[src/sv/tdb_pkg.sv]
package tdb_pkg;

	localparam int SCREEN_WIDTH  = 1024;
	localparam int SCREEN_HEIGHT = 768;
	localparam int MAX_SOURCE    = 4096;

	localparam int SRC_W      = 13;
	localparam int OUTW_W     = 11;
	localparam int OUTH_W     = 10;
	localparam int PLACE_W    = 10;
	localparam int STEP_W     = 12;
	localparam int ORG_W      = 13;
	localparam int IDX_W      = 20;
	localparam int COLOR_W    = 8;
	localparam int WORD_W     = 32;
	localparam int CFG_IDX_W  = 3;
	localparam int CFG_DATA_W = 13;

	localparam logic [STEP_W-1:0] STEP_MAX    = '1;
	localparam logic [WORD_W-1:0] BORDER_WORD = 32'h00af00f0;
	localparam logic [7:0]        ALPHA_BYTE  = 8'h0f;

	// border band limits per edge; the bottom and right bands are one row or column thinner than their figure
	localparam logic [OUTH_W-1:0] BORDER_TOP    = 10'd4;
	localparam logic [OUTH_W:0]   BORDER_BOTTOM = 11'd5;
	localparam logic [OUTW_W-1:0] BORDER_LEFT   = 11'd5;
	localparam logic [OUTW_W:0]   BORDER_RIGHT  = 12'd4;

	typedef enum logic [CFG_IDX_W-1:0] {
		REG_SRC_WIDTH     = 3'd0,
		REG_SRC_HEIGHT    = 3'd1,
		REG_OUT_WIDTH     = 3'd2,
		REG_OUT_HEIGHT    = 3'd3,
		REG_PLACE_X       = 3'd4,
		REG_PLACE_Y       = 3'd5,
		REG_CENTER_ENABLE = 3'd6,
		REG_BORDER_ENABLE = 3'd7
	} reg_index_t;

	typedef struct packed {
		logic [SRC_W-1:0]   src_width;
		logic [SRC_W-1:0]   src_height;
		logic [OUTW_W-1:0]  out_width;
		logic [OUTH_W-1:0]  out_height;
		logic [PLACE_W-1:0] place_x;
		logic [PLACE_W-1:0] place_y;
		logic               center_enable;
		logic               border_enable;
	} cfg_t;

	typedef struct packed {
		logic [OUTH_W-1:0]  trow;
		logic [OUTW_W-1:0]  tcol;
		logic               border;
		logic               last;
		logic [COLOR_W-1:0] red;
		logic [COLOR_W-1:0] green;
		logic [COLOR_W-1:0] blue;
	} pix_t;

	function automatic logic [SRC_W-1:0] clamp_src(input logic [SRC_W-1:0] v);
		logic [SRC_W-1:0] r;
		if (v == '0)
			r = SRC_W'(1);
		else if (32'(v) > MAX_SOURCE)
			r = SRC_W'(MAX_SOURCE);
		else
			r = v;
		return r;
	endfunction

	function automatic logic [STEP_W-1:0] make_step(input logic [SRC_W-1:0] q);
		logic [STEP_W-1:0] r;
		if (q == '0)
			r = STEP_W'(1);
		else if (q > SRC_W'(STEP_MAX))
			r = STEP_MAX;
		else
			r = q[STEP_W-1:0];
		return r;
	endfunction

	function automatic logic [ORG_W-1:0] origin(
		input logic [ORG_W-1:0]   screen,
		input logic [OUTW_W-1:0]  size,
		input logic [PLACE_W-1:0] place,
		input logic               center
	);
		logic [ORG_W-1:0] sz;
		logic [ORG_W-1:0] r;
		sz = ORG_W'(size);
		if (!center)
			r = ORG_W'(place);
		else if (sz > screen)
			r = '0;
		else
			r = (screen - sz) >> 1;
		return r;
	endfunction

endpackage

[src/sv/tdb_divider.sv]
module tdb_divider
	import tdb_pkg::*;
#(
	parameter int NUM_W = 13,
	parameter int DEN_W = 11
) (
	input  logic             clk,
	input  logic             arst_n,
	input  logic             start,
	input  logic [NUM_W-1:0] num,
	input  logic [DEN_W-1:0] den,
	output logic             busy,
	output logic [NUM_W-1:0] quot
);

	localparam int CNT_W = $clog2(NUM_W + 1);

	logic [CNT_W-1:0] cnt_q;
	logic [NUM_W-1:0] num_q;
	logic [DEN_W-1:0] den_q;
	logic [DEN_W-1:0] rem_q;
	logic [DEN_W:0]   trial;
	logic             fits;

	assign trial = {rem_q, num_q[NUM_W-1]};
	assign fits  = trial >= {1'b0, den_q};

	always_ff @(posedge clk or negedge arst_n) begin
		if (!arst_n) begin
			cnt_q <= '0;
		end else if (start) begin
			cnt_q <= CNT_W'(NUM_W);
		end else if (cnt_q != '0) begin
			cnt_q <= cnt_q - CNT_W'(1);
		end
	end

	always_ff @(posedge clk) begin
		if (start) begin
			num_q <= num;
			den_q <= den;
			rem_q <= '0;
		end else if (cnt_q != '0) begin
			num_q <= {num_q[NUM_W-2:0], fits};
			if (fits)
				rem_q <= DEN_W'(trial - {1'b0, den_q});
			else
				rem_q <= trial[DEN_W-1:0];
		end
	end

	assign busy = cnt_q != '0;
	assign quot = num_q;

endmodule

[src/sv/tdb_scan.sv]
module tdb_scan
	import tdb_pkg::*;
(
	input  logic               clk,
	input  logic               arst_n,
	input  logic               in_valid,
	output logic               in_ready,
	input  logic [COLOR_W-1:0] red,
	input  logic [COLOR_W-1:0] green,
	input  logic [COLOR_W-1:0] blue,
	input  cfg_t               cfg,
	input  logic               step_busy,
	input  logic [STEP_W-1:0]  col_step_new,
	input  logic [STEP_W-1:0]  row_step_new,
	output logic               pix_valid,
	output pix_t               pix,
	input  logic               pix_take
);

	logic [SRC_W-1:0]  scol_q, srow_q;
	logic [OUTW_W-1:0] tcol_q;
	logic [OUTH_W-1:0] trow_q;
	logic [STEP_W-1:0] cph_q, rph_q;
	logic [STEP_W-1:0] cstep_q, rstep_q;
	logic              valid_s1;
	pix_t              pix_s1;

	logic              acc, fstart, row_pick, pick, row_end, frame_end, border;
	logic [SRC_W-1:0]  w, h;
	logic [STEP_W-1:0] cstep, rstep;
	logic [STEP_W:0]   cph_inc, rph_inc;

	assign in_ready = (!valid_s1 || pix_take) && !step_busy;
	assign acc      = in_valid && in_ready;

	assign w      = clamp_src(cfg.src_width);
	assign h      = clamp_src(cfg.src_height);
	assign fstart = (scol_q == '0) && (srow_q == '0);
	assign cstep  = fstart ? col_step_new : cstep_q;
	assign rstep  = fstart ? row_step_new : rstep_q;

	assign row_pick  = (rph_q == '0) && (trow_q < cfg.out_height);
	assign pick      = row_pick && (cph_q == '0) && (tcol_q < cfg.out_width);
	assign row_end   = ({1'b0, scol_q} + 14'd1) >= {1'b0, w};
	assign frame_end = row_end && (({1'b0, srow_q} + 14'd1) >= {1'b0, h});
	assign cph_inc   = {1'b0, cph_q} + 13'd1;
	assign rph_inc   = {1'b0, rph_q} + 13'd1;

	assign border = cfg.border_enable &&
		((trow_q < BORDER_TOP) ||
		 (({1'b0, trow_q} + BORDER_BOTTOM) > {1'b0, cfg.out_height}) ||
		 (tcol_q < BORDER_LEFT) ||
		 (({1'b0, tcol_q} + BORDER_RIGHT) > {1'b0, cfg.out_width}));

	always_ff @(posedge clk or negedge arst_n) begin
		if (!arst_n) begin
			scol_q   <= '0;
			srow_q   <= '0;
			tcol_q   <= '0;
			trow_q   <= '0;
			cph_q    <= '0;
			rph_q    <= '0;
			cstep_q  <= STEP_W'(1);
			rstep_q  <= STEP_W'(1);
			valid_s1 <= 1'b0;
		end else begin
			if (!valid_s1 || pix_take)
				valid_s1 <= acc && pick;
			if (acc) begin
				if (fstart) begin
					cstep_q <= col_step_new;
					rstep_q <= row_step_new;
				end
				if (frame_end) begin
					scol_q <= '0;
					srow_q <= '0;
					tcol_q <= '0;
					trow_q <= '0;
					cph_q  <= '0;
					rph_q  <= '0;
				end else if (row_end) begin
					scol_q <= '0;
					cph_q  <= '0;
					tcol_q <= '0;
					if (row_pick)
						trow_q <= trow_q + OUTH_W'(1);
					srow_q <= srow_q + SRC_W'(1);
					rph_q  <= (rph_inc >= {1'b0, rstep}) ? '0 : rph_inc[STEP_W-1:0];
				end else begin
					scol_q <= scol_q + SRC_W'(1);
					if (pick)
						tcol_q <= tcol_q + OUTW_W'(1);
					cph_q  <= (cph_inc >= {1'b0, cstep}) ? '0 : cph_inc[STEP_W-1:0];
				end
			end
		end
	end

	always_ff @(posedge clk) begin
		if (acc && (!valid_s1 || pix_take)) begin
			pix_s1.trow   <= trow_q;
			pix_s1.tcol   <= tcol_q;
			pix_s1.border <= border;
			pix_s1.last   <= frame_end;
			pix_s1.red    <= red;
			pix_s1.green  <= green;
			pix_s1.blue   <= blue;
		end
	end

	assign pix_valid = valid_s1;
	assign pix       = pix_s1;

endmodule

[src/sv/tdb_emit.sv]
module tdb_emit
	import tdb_pkg::*;
(
	input  logic              clk,
	input  logic              arst_n,
	input  cfg_t              cfg,
	input  logic              pix_valid,
	input  pix_t              pix,
	output logic              pix_take,
	output logic              out_valid,
	input  logic              out_ready,
	output logic [IDX_W-1:0]  pixel_index,
	output logic [WORD_W-1:0] pixel_word,
	output logic              frame_done
);

	logic                 valid_q;
	logic [IDX_W-1:0]     index_q;
	logic [WORD_W-1:0]    word_q;
	logic                 done_q;

	logic [ORG_W-1:0]     ox, oy, rsum, csum;
	logic [2*ORG_W-1:0]   prod;
	logic [IDX_W-1:0]     index;
	logic [WORD_W-1:0]    word;

	assign ox = origin(ORG_W'(SCREEN_WIDTH), cfg.out_width, cfg.place_x, cfg.center_enable);
	assign oy = origin(ORG_W'(SCREEN_HEIGHT), {1'b0, cfg.out_height}, cfg.place_y,
		cfg.center_enable);
	assign rsum  = oy + ORG_W'(pix.trow);
	assign csum  = ox + ORG_W'(pix.tcol);
	assign prod  = rsum * ORG_W'(SCREEN_WIDTH);
	assign index = prod[IDX_W-1:0] + IDX_W'(csum);
	assign word  = pix.border ? BORDER_WORD : {ALPHA_BYTE, pix.red, pix.green, pix.blue};

	assign pix_take = !valid_q || out_ready;

	always_ff @(posedge clk or negedge arst_n) begin
		if (!arst_n) begin
			valid_q <= 1'b0;
		end else if (pix_take) begin
			valid_q <= pix_valid;
		end
	end

	always_ff @(posedge clk) begin
		if (pix_take && pix_valid) begin
			index_q <= index;
			word_q  <= word;
			done_q  <= pix.last;
		end
	end

	assign out_valid   = valid_q;
	assign pixel_index = index_q;
	assign pixel_word  = word_q;
	assign frame_done  = done_q;

endmodule

[src/sv/thumbnail_decimate_blit_top.sv]
// channel   handshake               payload
// in        in_valid / in_ready     red, green, blue
// out       out_valid / out_ready   pixel_index, pixel_word, frame_done
// cfg       cfg_valid / cfg_ready   cfg_index, cfg_data
//
// One source pixel per cycle while in_ready is high; a picked pixel passes the scan register, then the output register.
// Steps come from two restoring dividers; after reset and after every
// register write in_ready stays low while they run.
// Output is a single register; a stall there holds the scan register, then in_ready.
// Reset restores the register defaults and clears all counters.
module thumbnail_decimate_blit_top
	import tdb_pkg::*;
(
	input  logic                  clk,
	input  logic                  arst_n,
	input  logic                  in_valid,
	output logic                  in_ready,
	input  logic [COLOR_W-1:0]    red,
	input  logic [COLOR_W-1:0]    green,
	input  logic [COLOR_W-1:0]    blue,
	output logic                  out_valid,
	input  logic                  out_ready,
	output logic [IDX_W-1:0]      pixel_index,
	output logic [WORD_W-1:0]     pixel_word,
	output logic                  frame_done,
	input  logic                  cfg_valid,
	output logic                  cfg_ready,
	input  logic [CFG_IDX_W-1:0]  cfg_index,
	input  logic [CFG_DATA_W-1:0] cfg_data
);

	cfg_t              cfg_q;
	logic              start_q;
	logic              cfg_acc;
	logic              col_busy, row_busy, step_busy;
	logic [SRC_W-1:0]  col_quot, row_quot;
	logic [OUTW_W-1:0] col_den;
	logic [OUTH_W-1:0] row_den;
	logic              pix_valid, pix_take;
	pix_t              pix;

	assign cfg_ready = 1'b1;
	assign cfg_acc   = cfg_valid && cfg_ready;

	always_ff @(posedge clk or negedge arst_n) begin
		if (!arst_n) begin
			cfg_q.src_width     <= 13'd1024;
			cfg_q.src_height    <= 13'd768;
			cfg_q.out_width     <= 11'd1024;
			cfg_q.out_height    <= 10'd768;
			cfg_q.place_x       <= '0;
			cfg_q.place_y       <= '0;
			cfg_q.center_enable <= 1'b1;
			cfg_q.border_enable <= 1'b0;
			start_q             <= 1'b1;
		end else begin
			start_q <= cfg_acc;
			if (cfg_acc) begin
				unique case (reg_index_t'(cfg_index))
					REG_SRC_WIDTH:     cfg_q.src_width     <= cfg_data[SRC_W-1:0];
					REG_SRC_HEIGHT:    cfg_q.src_height    <= cfg_data[SRC_W-1:0];
					REG_OUT_WIDTH:     cfg_q.out_width     <= cfg_data[OUTW_W-1:0];
					REG_OUT_HEIGHT:    cfg_q.out_height    <= cfg_data[OUTH_W-1:0];
					REG_PLACE_X:       cfg_q.place_x       <= cfg_data[PLACE_W-1:0];
					REG_PLACE_Y:       cfg_q.place_y       <= cfg_data[PLACE_W-1:0];
					REG_CENTER_ENABLE: cfg_q.center_enable <= cfg_data[0];
					REG_BORDER_ENABLE: cfg_q.border_enable <= cfg_data[0];
				endcase
			end
		end
	end

	assign col_den = (cfg_q.out_width == '0) ? OUTW_W'(1) : cfg_q.out_width;
	assign row_den = (cfg_q.out_height == '0) ? OUTH_W'(1) : cfg_q.out_height;

	tdb_divider #(.NUM_W(SRC_W), .DEN_W(OUTW_W)) u_col_div (
		.clk    (clk),
		.arst_n (arst_n),
		.start  (start_q),
		.num    (clamp_src(cfg_q.src_width)),
		.den    (col_den),
		.busy   (col_busy),
		.quot   (col_quot)
	);

	tdb_divider #(.NUM_W(SRC_W), .DEN_W(OUTH_W)) u_row_div (
		.clk    (clk),
		.arst_n (arst_n),
		.start  (start_q),
		.num    (clamp_src(cfg_q.src_height)),
		.den    (row_den),
		.busy   (row_busy),
		.quot   (row_quot)
	);

	assign step_busy = start_q || col_busy || row_busy;

	tdb_scan u_scan (
		.clk          (clk),
		.arst_n       (arst_n),
		.in_valid     (in_valid),
		.in_ready     (in_ready),
		.red          (red),
		.green        (green),
		.blue         (blue),
		.cfg          (cfg_q),
		.step_busy    (step_busy),
		.col_step_new (make_step(col_quot)),
		.row_step_new (make_step(row_quot)),
		.pix_valid    (pix_valid),
		.pix          (pix),
		.pix_take     (pix_take)
	);

	tdb_emit u_emit (
		.clk         (clk),
		.arst_n      (arst_n),
		.cfg         (cfg_q),
		.pix_valid   (pix_valid),
		.pix         (pix),
		.pix_take    (pix_take),
		.out_valid   (out_valid),
		.out_ready   (out_ready),
		.pixel_index (pixel_index),
		.pixel_word  (pixel_word),
		.frame_done  (frame_done)
	);

endmodule

[config.mk]
export PLATFORM = sky130hd
export DESIGN_NAME = thumbnail_decimate_blit_top
export DESIGN_NICKNAME = d
export VERILOG_FILES = /design/src/sv/tdb_pkg.sv /design/src/sv/tdb_divider.sv /design/src/sv/tdb_scan.sv /design/src/sv/tdb_emit.sv /design/src/sv/thumbnail_decimate_blit_top.sv
export SDC_FILE = /design/constraint.sdc
export NUM_CORES = 1
export LEC_CHECK = 0
export BUFFER_PORTS_ARGS = -buffer_cell sky130_fd_sc_hd__buf_2
export CORE_MARGIN = 10
export CORE_UTILIZATION = 58
export CTS_BUF_LIST = sky130_fd_sc_hd__clkbuf_8
export DETAILED_ROUTE_END_ITERATION = 6
export GPL_TIMING_DRIVEN = 0
export PLACE_DENSITY = 0.76
export SLEW_MARGIN = 10
export SYNTH_ARGS = -nofsm -noshare
export SYNTH_HDL_FRONTEND = slang
export SYNTH_SLANG_ARGS = --single-unit
[constraint.sdc]
create_clock -name clk -period 13.55 [get_ports clk]
set_input_delay 0.6775 -clock clk [delete_from_list [all_inputs] [get_ports clk]]
set_output_delay 0.6775 -clock clk [all_outputs]
set_load 0.02 [all_outputs]
* Yosys cells after proc, flatten, opt, wreduce, memory -nomap -nowiden *
Index checks and enable logic that the tools add are counted.

word-level totals
  flip-flop bits (word level) = 343
  output and inout bits = 56

operators by class
  reduce and logical (&&, ||, !) cells = 50
  equality and inequality tests = 7
  $add $sub $neg = 19
  multiplexer cells = 41
  order comparisons = 18

operator list
  kind                    count
  $mux 12                 14
  $mux 13                 12
  $logic_not 13->1        6
  $mux 10                 6
  $mux 11                 4
  $add 13x1->14 const B   2
  $ge 14x13->1            2
  $mux 28                 1
  $add 12x1->13 const B   2
  $add 13x1->13 const B   2
  $ge 13x12->1            2
  $gt 13x12->1 const B    2
  $gt 13x13->1 const B    2
  $logic_not 12->1        2
  $add 20x13->20          1
  $reduce_and 2->1        10
  $mux 4                  4
  $add 13x11->13          1
  $add 11x3->12 const B   1
  $eq 3x3->1 const B      4
  $ge 12x11->1            1
  $gt 12x11->1            1
  $sub 11x11->12 const A  1
  $add 10x3->11 const B   1
  other kinds (27)        51

* Logic depth before layout (Yosys ltp) *
  depth in word-level cells = 8
  gate-level depth with buffers = 25

* Cells and area by module *
From an unflattened synthesis, not the netlist that was laid out.

unflattened totals
  cells, all modules = 1904
  area, all modules = 20101.8 um^2

by module, submodules not included
  module                       sequential area each (um^2)  instances  cells each  area an instance (um^2)
  tdb_scan                     3816.2                       1          955         9231.4
  thumbnail_decimate_blit_top  1761.7                       1          251         3340.7
  tdb_emit                     1406.3                       1          298         3229.3
  tdb_divider at u_col_div     1041.0                       1          221         2282.2
  tdb_divider at u_row_div     991.0                        1          179         2018.2

* Least setup slack after synthesis *
Ideal clock, no wire load.

  kind = reg2reg
  start = reg cfg_q[34] (netlist name)
  end = reg u_emit.index_q[18], in the netlist u_emit.pixel_index[18] (data pin)
  cell stages (with the launch flop) = 21
  required time = 13.288 ns
  data arrival time = 4.461 ns
  buffers on the path = 0
  slack = 8.828 ns
  cell sequence = dfrtp_1 > nor4_1 > nand2_1 > nor2_1 > nand4_1 > a21oi_1 > a22o_1 > ha_1 > o21ai_0 > nor2_1 > o41a_1 > o21a_1 > o21a_1 > o41ai_2 > xnor2_1 > fa_1 > nor2b_1 > o21a_1 > and3_1 > nand3_1 > xnor2_1

on the way
  cells in the longest elaborated chain, start to end = 5

ends and longest elaborated chain
  what                                                   line                               RTL
  start: declaration                                     thumbnail_decimate_blit_top.sv:32  cfg_t cfg_q;
  $sub 11x11->12 / $gt 11x11->1 (equally long branches)  tdb_pkg.sv:97, tdb_pkg.sv:94
  $mux 12 *                                              tdb_pkg.sv:94                      else if (sz > screen)
  $mux 12 *                                              tdb_pkg.sv:92                      if (!center)
  $add 13x11->13 *                                       tdb_emit.sv:31                     assign csum = ox + ORG_W'(pix.tcol);
  $add 20x13->20 *                                       tdb_emit.sv:33                     assign index = prod[IDX_W-1:0] + IDX_W'(csum);
  named net u_emit.index[18]                             tdb_emit.sv:24                     logic [IDX_W-1:0] index;
  end signal: assignment                                 tdb_emit.sv:48                     index_q <= index;
  end: declaration                                       tdb_emit.sv:18                     logic [IDX_W-1:0] index_q;

The timed path passes the listed nets; every way through them passes the cells marked *.
A chain may end at the register's enable or synchronous reset.

* Worst setup path after layout *
Same ends and word-level chain as after synthesis.

==> results.cfg <==
[timing]
max_freq_mhz = 171
rsz0062_at_grt = no
timing.final.crit_share_pct = 43.2
max_slew.worst_pin.slew_ns = 0.921
slew_headroom_pct = 38.4
fin_skew_ns = 0.0228
tns_ns = 0
fin_crit_ns = 5.86
finalHoldViolCount = 0
slew_viol_final = 0
setup_violations = 0

[clock_tree]
cts_inserted_buffers = 56
clock_tree.root_cell = clkbuf_8
tritoncts = done
cts_resized = 0
ctsHoldBuffers = 0
cts.sink_count = 336
clock_latency_ns = 0.61
htree_levels = 2
ctsLongestPathBuffers = 3
post_cts_buffers = 0
path_clk_slew_ns = 0.06

[place]
dp_cells = 2451
port_buffers = 94
hpwlAfterDp_um = 36600
place.gp.congestion = 0.975

[worst_setup_path]
crit_path_end_kind = flip-flop
path_cells = nor4_1 -> nand2_1 -> nor2_1 -> nand4_1 -> a21oi_1 -> a22o_1 -> ha_1 -> inv_1 -> fa_1 -> nor2b_1 -> o21a_1 -> o211ai_1 -> nand3_1 -> a31o_2 -> a21oi_1 -> xor2_1 -> ha_1 -> inv_1 -> fa_1 -> nor2b_1 -> o21a_1 -> and3_1 -> nand3_1 -> xnor2_1
slowest_stage = a21oi_1
cp.arrival_ns = 6.20
critPathBufInv = 2
cp_slowest_stage_delay_ns = 0.57
crit_path_start_kind = flip-flop
worstPathMaxFanout = 7
worst-setup-path-type = flip-flop to flip-flop
cp_top_family = simple AND/OR/NAND/NOR gates
cp.required_ns = 13.89

[floorplan]
die_h_um = 203
die_w_um = 203
io_pins = 101
num_rows = 66
start_util_pct = 59.2
dieArea_mm2 = 0.0412
core_region_area_mm2 = 0.0328

[yosys]
ys_ff_latch = 336
ys.flop_type = dfrtp_1
async_flop_share_pct = 52.1
syn-cell-area_mm2 = 0.0194
synth.distinct_cells = 80
seq_area_frac_synth_pct = 46.4
syn_avg_cell_area_um2 = 10.2
yosys_warnings = 0
netlist_instances = 1909
synth_edf_count = 140

[flow_run]
maxCapViolations = 0

[cells_and_area]
layout_commonest_cell = nand2_1
final_cell_mix = 193 x nand2_1, 165 x dfrtp_1, 152 x ha_1, 140 x edfxtp_1, 135 x o21ai_0
drive_gt1_share_pct = 14.6
area_delta_synth_final_pct = 12.3
stdcell_count = 2557
layout.nets = 2269

[power]
power_w = 0.00306
p_leak_nw = 9.43
power_density_mw_per_mm2 = 140
ir_worst_vdd_mv = 0.0872

[routing]
wirelength_um = 49000
ant_nets = 0
dr.pass1.iters = 6
wl_per_cell_um = 19.2
vias_per_cell = 5.96
first_iter_violations = 1126
vias = 15300
drc = 0

[global_route]
grt_max_degree = 91
antenna_found_initial = 3
grt_pass1_vias = 15000
track_usage_pct = 23.4
grt-ovfl-total = 0
grt_pass1_wl_um = 78400

[hold_path]
min_path_type = input pin to asynchronous set/reset pin

[status]
status = finished, final reports clean
[synthesized netlist by cell type (28+ instances only)]
library cell | instances | area (µm²)
nor3_1 | 34 | 170
nor2b_1 | 36 | 225
xnor2_1 | 76 | 666
inv_1 | 119 | 447
nor2_1 | 86 | 323
nand3_1 | 88 | 440
nand2_1 | 193 | 724
ha_1 | 152 | 1900
clkbuf_1 | 81 | 304
mux2_2 | 63 | 709
nor4_1 | 30 | 188
a21oi_1 | 60 | 300
edfxtp_1 | 140 | 4200
o21ai_0 | 135 | 676
dfrtp_1 | 165 | 4130
mux2i_1 | 32 | 320
xor2_1 | 29 | 254
nand4_1 | 28 | 175
[cells by family (layout without fill, tap and decap cells)]
family	count (synthesis)	after routing	share of synthesized area, %
AND/OR/NAND/NOR	623	623	16.4
AO/OA/AOI/OAI	374	374	12.3
flip-flops	336	336	46.4
buffers and inverters	217	418	4.41
adder cells (fa/ha/maj)	157	157	10.3
XOR/XNOR	105	105	4.74
multiplexers	95	95	5.30
other	2	7	0.0387
[layer usage]
metal	global-route usage [%]	share of wire (%)
met5	0	0
met2	39.3	48
met4	6.90	2.5
met1	31.0	43
met3	3.26	6.7
[final timing paths]
check	start	end	slack, ns	depth (start not counted)
setup / recovery	cfg_q[34]$_DFFE_PN0P_	u_emit.pixel_index[18]$_DFFE_PP_	7.69	24
hold / removal	arst_n	u_scan.trow_q[4]$_DFFE_PN0P_	0.1	1
setup reg to reg	cfg_q[34]$_DFFE_PN0P_	u_emit.pixel_index[18]$_DFFE_PP_	7.69	24
hold reg to reg	u_scan.pix[24]$_DFFE_PP_	u_emit.frame_done$_DFFE_PP_	0.43	0
max in group asynchronous	arst_n	u_emit.out_valid$_DFFE_PN0P_	12.54	2
min in group clk	cfg_valid	start_q$_DFF_PN1_	0.23	1
[layout make-up]
cell class | instances | area (µm²)
diodes | 2 | 5.00
inverters | 119 | 447
clock buffers | 69 | 950
repair buffers | 97 | 548
multi-input cells | 1359 | 9560
plain buffers | 98 | 409
clock inverters | 35 | 327
flip-flops and latches | 336 | 9020
well taps | 442 | 553
fillers | 2615 | 11000
[metrics by stage]
stage          cell area (µm²)  utilization [%]  hold WS, ns  setup slack (ns)
2_1_floorplan            19400                -        0.382              8.83
3_3_place_gp             20500             62.4        0.403              8.08
3_5_place_dp             20500             62.6        0.407              7.82
4_1_cts                  21800             66.5       0.0958              7.77
5_1_grt                  21800             66.5        0.108              7.30
6_report                 21800             66.5       0.0983              7.69
[state kept, by name, indices dropped and copies added (netlist names), 13 cells and up]
register	cells
u_emit.pixel_word	25
u_emit.pixel_index	20
cfg_q	69
u_row_div.quot	13
u_scan.pix	47
u_scan.srow_q	13
u_col_div.quot	13
u_scan.scol_q	13
[worst reg2reg max path: cells and delay by family, from the launching register on]
| kind | cells | cell delay, ns |
|---|---|---|
| simple gates | 9 | 1.80 |
| compound gates | 7 | 1.48 |
| fa+ha+maj | 4 | 1.27 |
| buf+inv | 2 | 0.13 |
| xor+xnor | 2 | 0.44 |
| flops | 1 | 0.47 |
[power breakdown]
| group | leakage, nW | total (W) | switching (W) | internal [W] |
|---|---|---|---|---|
| combinational | 4.91 | 0.000768 | 0.000435 | 0.000332 |
| clock | 0.720 | 0.00101 | 0.000416 | 0.000593 |
| sequential | 3.80 | 0.00128 | 0.0000890 | 0.00119 |
(Power assumes the default switching activity.)
